### src/hw/rtl/hiseq_pkg.sv
// ----------------------------------------------------------------------------
// hiseq_pkg
// shared constants and types for the histogram equalizer
// ----------------------------------------------------------------------------
package hiseq_pkg;

    localparam int MAX_PIXELS_LOG2 = 20;
    localparam int CNT_W           = MAX_PIXELS_LOG2 + 1;
    localparam int PIX_W           = 8;
    localparam int NUM_BINS        = 1 << PIX_W;
    localparam int PROD_W          = CNT_W + PIX_W;
    localparam int STEP_W          = 3;
    localparam int QUO_STEPS       = 1 << STEP_W;

    localparam logic [CNT_W-1:0] CAPACITY = CNT_W'(1) << MAX_PIXELS_LOG2;
    localparam logic [PIX_W-1:0] LAST_BIN = PIX_W'(NUM_BINS - 1);

    typedef struct packed {
        logic busy;
        logic done;
    } hiseq_div_stat_t;

endpackage

### src/hw/rtl/hiseq_divider.sv
// ----------------------------------------------------------------------------
// hiseq_divider
// restoring divider, one compare and subtract per cycle, 8-bit quotient
// ----------------------------------------------------------------------------
module hiseq_divider
    import hiseq_pkg::*;
(
    input  logic                   aclk,
    input  logic                   aresetn,
    input  logic                   start,
    input  logic [PROD_W-1:0]      dividend,
    input  logic [CNT_W-1:0]       divisor,
    output hiseq_div_stat_t        stat,
    output logic [PIX_W-1:0]       quotient
);

    logic [PROD_W-1:0] rem_reg;
    logic [PIX_W-1:0]  quot_reg;
    logic [STEP_W-1:0] step_reg;
    logic              busy_reg;
    logic              done_reg;
    logic [PROD_W-1:0] shifted;

    assign shifted = PROD_W'(divisor) << step_reg;

    always_ff @(posedge aclk) begin
        if (!aresetn) begin
            busy_reg <= 1'b0;
            done_reg <= 1'b0;
            step_reg <= '0;
        end else begin
            done_reg <= 1'b0;
            if (start) begin
                rem_reg  <= dividend;
                quot_reg <= '0;
                step_reg <= STEP_W'(QUO_STEPS - 1);
                busy_reg <= 1'b1;
            end else if (busy_reg) begin
                if (rem_reg >= shifted) begin
                    rem_reg            <= rem_reg - shifted;
                    quot_reg[step_reg] <= 1'b1;
                end
                step_reg <= step_reg - 1'b1;
                if (step_reg == '0) begin
                    busy_reg <= 1'b0;
                    done_reg <= 1'b1;
                end
            end
        end
    end

    assign stat.busy = busy_reg;
    assign stat.done = done_reg;
    assign quotient  = quot_reg;

endmodule
### config.mk
export PLATFORM = sky130hd
export DESIGN_NAME = hiseq_divider
export DESIGN_NICKNAME = d
export VERILOG_FILES = /design/src/hw/rtl/hiseq_pkg.sv /design/src/hw/rtl/hiseq_divider.sv
export SDC_FILE = /design/constraint.sdc
export NUM_CORES = 1
export LEC_CHECK = 0
export BUFFER_PORTS_ARGS = -buffer_cell sky130_fd_sc_hd__buf_4
export CORE_MARGIN = 1
export CORE_UTILIZATION = 50
export CTS_CLUSTER_SIZE = 10
export DETAILED_ROUTE_END_ITERATION = 6
export PLACE_DENSITY = 0.7
export SYNTH_ARGS = -nofsm -noshare
export SYNTH_HDL_FRONTEND = slang
export SYNTH_SLANG_ARGS = --single-unit
### constraint.sdc
create_clock -name aclk -period 8.6 [get_ports aclk]
set_input_delay 0.86 -clock aclk [delete_from_list [all_inputs] [get_ports aclk]]
set_output_delay 0.86 -clock aclk [all_outputs]
set_load 0.03 [all_outputs]
# [Word level (Yosys, flattened, before mapping)]
# Cells that the tools add are included.
[word_totals] in_bits=53 out_inout_bits=10 register_bits=42 word_cells=33
[op_classes] n_lt_le_gt_ge=3 n_mux=13 shift=1 bitwise=3 addsub=2 reduce_logical=6
[ops] operator="2-to-1 mux 29 bit" n=3
[ops] operator=">= comparator 29 bit" n=1
[ops] operator="<< shifter 21 x 3 -> 29 bit" n=1
[ops] operator="subtractor 29 bit" n=1
[ops] operator="2-to-1 mux 8 bit" n=2
[ops] operator="OR 8 bit" n=1
[ops] operator="2-to-1 mux 3 bit" n=2
[ops] operator="2-to-1 mux 1 bit" n=5
[ops] operator="less-than comparator 3 x 4 -> 1 bit, second input constant" n=1
[ops] operator="nonzero test 2 bit" n=2
[ops] operator="demux 1 bit (select 3 bit)" n=1
[ops] operator=">= comparator 3 x 1 -> 1 bit, second input constant" n=1
[ops] operator="zero test 3 bit" n=1
[ops] operator="AND reduction 3 bit" n=1
[ops] operator="OR reduction 3 bit" n=1
[ops] operator="subtractor 3 x 1 -> 3 bit, second input constant" n=1
[ops] operator="inverter 1 bit" n=2
[ops] operator="logical AND 1 bit" n=1

# [Logic depth before layout (Yosys ltp)]
[logic_depth] word_depth=7 depth_mapped=15

# [Worst setup path after synthesis]
# Ideal clock, no wire load.
[synth_path] kind="reg-to-reg" start="register step_reg[0]" end="register quot_reg[0], in the netlist quotient[0] (enable)" arrival_time_ns=4.636 required_ns=8.156 setup_ns=0.444 path_slack_ns=3.521 path_stages_with_launch=11 path_cell_list="dfxtp_1 buf_1 mux4_2 mux2i_1 ha_1 clkbuf_1 nand4_1 a211o_1 a21oi_1 o21ai_1 a21oi_1"
[synth_between] elab_chain_cells=4
[synth_rtl] element="start, declared" line="hiseq_divider.sv:19" rtl="logic [STEP_W-1:0] step_reg;"
[synth_rtl] element="start signal, assigned" line="hiseq_divider.sv:36" rtl="step_reg <= STEP_W'(QUO_STEPS - 1);"
[synth_rtl] element="start signal, assigned" line="hiseq_divider.sv:43" rtl="step_reg <= step_reg - 1'b1;"
[synth_rtl] element="<< shifter 21 x 3 -> 29 bit" line="hiseq_divider.sv:24" rtl="assign shifted = PROD_W'(divisor) << step_reg;"
[synth_rtl] element=">= comparator 29 bit" line="hiseq_divider.sv:39" rtl="if (rem_reg >= shifted) begin"
[synth_rtl] element="nonzero test 2 bit (no source line)"
[synth_rtl] element="AND reduction 3 bit (no source line)"
[synth_rtl] element="end signal, assigned" line="hiseq_divider.sv:35" rtl="quot_reg <= '0;"
[synth_rtl] element="end signal, assigned by index" line="hiseq_divider.sv:41" rtl="quot_reg[step_reg] <= 1'b1;"
[synth_rtl] element="end, declared" line="hiseq_divider.sv:18" rtl="logic [PIX_W-1:0] quot_reg;"
# No other way between the ends.
# A chain may end at the register's enable or synchronous reset.

# [Worst setup path in the final report]
[layout_path] start="register step_reg[0]" end="register rem_reg[14] (enable)"
[layout_between] elab_chain_cells=4
[layout_rtl] element="<< shifter 21 x 3 -> 29 bit" line="hiseq_divider.sv:24"
[layout_rtl] element=">= comparator 29 bit" line="hiseq_divider.sv:39"
[layout_rtl] element="nonzero test 2 bit (no source line)"
[layout_rtl] element="AND reduction 3 bit (no source line)"
[layout_rtl] element="end signal, assigned" line="hiseq_divider.sv:34" rtl="rem_reg <= dividend;"
[layout_rtl] element="end signal, assigned" line="hiseq_divider.sv:40" rtl="rem_reg <= rem_reg - shifted;"
[layout_rtl] element="end, declared" line="hiseq_divider.sv:17" rtl="logic [PROD_W-1:0] rem_reg;"
# No other way between the ends.

==> results.sh <==
export IMPL_grt_overflow_total=0
export IMPL_cp_startpoint="step_reg[0]"
export IMPL_final_util_pct=60.0
export IMPL_drc_errors=0
export IMPL_worstReg2RegEnd="rem_reg[14]"
export IMPL_worstSetupStartpointType="flop"
export IMPL_clock_path_buffers=2
export IMPL_netlist_instances=452
export IMPL_ys_seq_area_share_pct=30.2
export IMPL_fin_setup_tns_ns=0
export IMPL_vias=3683
export IMPL_tightestPinTransition_ns=0.594
export IMPL_first_iter_violations=184
export IMPL_postCtsSetupRepairBufs=0
export IMPL_ioPinCount=63
export IMPL_syn_nets=536
export IMPL_cts_root_buf="clkbuf_8"
export IMPL_power_leakage_nw=1.84
export IMPL_synth_distinct_cells=56
export IMPL_gp_congestion=0.982
export IMPL_synth_edf_count=37
export IMPL_largest_reg_flops=29
export IMPL_port_buffers=62
export IMPL_tritoncts="done"
export IMPL_crit_arrival_ns=4.30
export IMPL_postCtsHoldBufs=0
export IMPL_drive_above_1_share_pct=19.5
export IMPL_place_inst=592
export IMPL_max_freq_ghz=0.231
export IMPL_hold_viol=0
export IMPL_finalSetupViolCount=0
export IMPL_peakVddDrop_uv=88.5
export IMPL_cap_violations=0
export IMPL_h_tree_depth=2
export IMPL_die_area_um2=8380
export IMPL_fin_area_um2=4640
export IMPL_rrSetupSlack_ns=4.27
export IMPL_slew_headroom_pct=60.1
export IMPL_crit_required_ns=8.57
export IMPL_rsz0062_at_grt="false"
export IMPL_post_cts_resize_count=0
export IMPL_grt_pass1_wl_um=17600
export IMPL_hold_path_class="flop to flop"
export IMPL_die_x_um=91.5
export IMPL_crit_path_end="rem_reg[14]"
export IMPL_cts_buffers=5
export IMPL_status="finished clean"
export IMPL_drt_pass1_iterations=6
export IMPL_ys_warn_count=0
export IMPL_post_dp_cell_area_um2=4530
export IMPL_antenna_found_initial=0
export IMPL_synth_seq_cells=42
export IMPL_clk_latency_ns=0.30
export IMPL_period_share_pct=50.4
export IMPL_grt_total_usage_pct=26.5
export IMPL_skew_ns=0.00767
export IMPL_wl_per_cell_um=17.3
export IMPL_wirelength_um=10400
export IMPL_power_density_nw_per_um2=199
export IMPL_area_growth_syn_to_layout_pct=15.8
export IMPL_final_max_slew_viol_count=0
export IMPL_initial_core_util_pct=51.9
export IMPL_async_flop_share_pct=0
export IMPL_cts_sink_count=42
export IMPL_post_route_min_period_ns=4.33
export IMPL_fin_cells=600
export IMPL_coreArea_um2=7730
export IMPL_timing_rr_start="step_reg[0]"
export IMPL_syn_area_um2=4010
export IMPL_num_antenna_cells=0
export IMPL_hpwl_um=8140
export IMPL_die_h_um=91.5
export IMPL_fin_nets=581
export IMPL_grt_max_degree=67
export IMPL_path_max_fanout=26
export IMPL_cts_clk_slew_worst_paths_ns=0.09
export IMPL_num_rows=32
export IMPL_end_kind="flop"
export IMPL_synthFlopType="edfxtp_1"
export IMPL_ant_nets=0
export IMPL_worstSetupPathType="flop to flop"
export IMPL_syn_avg_cell_area_um2=8.87
export IMPL_vias_per_cell=6.14
export IMPL_first_global_vias=3580
export IMPL_rr_worst_depth=12
-- worst max-delay path, stage by stage, from the launching register on --
cell	delay [ns]
dfxtp_1	0.44
buf_4	0.38
clkinv_1	0.34
a21oi_1	0.31
mux2i_1	0.11
ha_1	0.40
nand2_1	0.14
or3_1	0.41
nor3_1	0.21
a41o_1	0.23
o221ai_1	0.17
a21oi_4	0.44
buf_4	0.41
-- per-stage QoR --
stage	hold slack, ns	setup slack (ns)	power (mW)
after floorplan	0.590	3.52	0.635
after global placement	0.545	4.27	0.753
after detailed placement	0.541	4.19	0.757
after CTS	0.553	4.22	0.919
after global routing	0.590	3.85	0.989
final	0.558	4.27	0.922
-- per-layer routing --
| layer | share of wire (%) | wire (um) | vias up | track usage (%) |
|---|---|---|---|---|
| li1 | - | - | 1802 | - |
| met1 | 46 | 4750 | 1728 | 37.8 |
| met2 | 46 | 4800 | 141 | 42.5 |
| met3 | 7.2 | 749 | 12 | 3.85 |
| met4 | 1.0 | 106 | 0 | 6.08 |
| met5 | 0 | 0 | - | 0 |
-- worst min-delay path by stage --
stage	start	endpoint	slack, ns	depth (start not counted)
3_5_place_dp	busy_reg	done_reg	0.54	2
2_1_floorplan	busy_reg	done_reg	0.59	3
5_1_grt	busy_reg	done_reg	0.59	2
3_3_place_gp	busy_reg	done_reg	0.54	2
6_report	busy_reg	done_reg	0.56	2
4_1_cts	busy_reg	done_reg	0.55	2
-- layout make-up --
type / instances / area, um^2
Clock inverter: 2 / 37.5
Tap cell: 102 / 128
Timing Repair Buffer: 66 / 495
Inverter: 9 / 33.8
Sequential cell: 42 / 1210
Multi-Input combinational cell: 373 / 2660
Clock buffer: 6 / 72.6
Fill cell: 704 / 3090
-- cells in the final DEF, fill, tap and decap left out, types with 6 or more instances in the layout --
cell      synthesis  final
buf_4             2     66
nand2_1          55     55
a21oi_1          43     42
edfxtp_1         37     37
nor2_1           35     35
ha_1             30     30
mux2i_1          24     24
o21ai_0          22     22
o21ai_1          16     16
xnor2_1          13     13
mux4_2           12     12
nor3_1           10     10
nand3_1           9      9
nand4_1           9      9
a21o_1            9      9
xor2_1            9      9
inv_1             8      8
nor2b_1           6      6
and3_1            6      6
a31oi_1           6      6
-- synthesized netlist by cell type (3+ instances only) --
library cell / n / area, um^2
o21a_1: 3 / 22.5
nor2b_1: 6 / 37.5
xor2_1: 9 / 78.8
nor4_1: 3 / 18.8
mux4_2: 12 / 270
a21boi_0: 3 / 22.5
o21ai_0: 22 / 110
nand3_1: 9 / 45.0
a21oi_1: 43 / 215
and3_1: 6 / 37.5
xnor2_1: 13 / 114
a311oi_1: 4 / 35.0
or3_1: 3 / 18.8
nand2b_1: 4 / 25.0
mux2i_1: 24 / 240
o21ai_1: 16 / 80.1
nor3_1: 10 / 50.1
a21o_1: 9 / 67.6
nor2_1: 35 / 131
buf_1: 7 / 26.3
mux2_2: 5 / 56.3
ha_1: 30 / 375
dfxtp_1: 5 / 100
inv_1: 8 / 30.0
clkbuf_1: 19 / 71.3
nand2_1: 55 / 206
nand4_1: 9 / 56.3
o221ai_1: 3 / 26.3
o31ai_1: 3 / 22.5
edfxtp_1: 37 / 1110
a31oi_1: 6 / 37.5
-- cell families after synthesis --
logic type | after synthesis | synth area share, %
flops | 42 | 30.2
buf+inv | 37 | 3.65
simple gates | 145 | 16.6
compound gates | 134 | 20.7
xor+xnor | 22 | 4.81
fa+ha+maj | 31 | 9.87
mux | 41 | 14.1
-- where the power goes --
part	internal, mW	switching [mW]
logic	0.198	0.290
registers	0.260	0.0120
clock network	0.0868	0.0746
total	0.545	0.377
No activity file was read; power rests on OpenSTA's default activity.
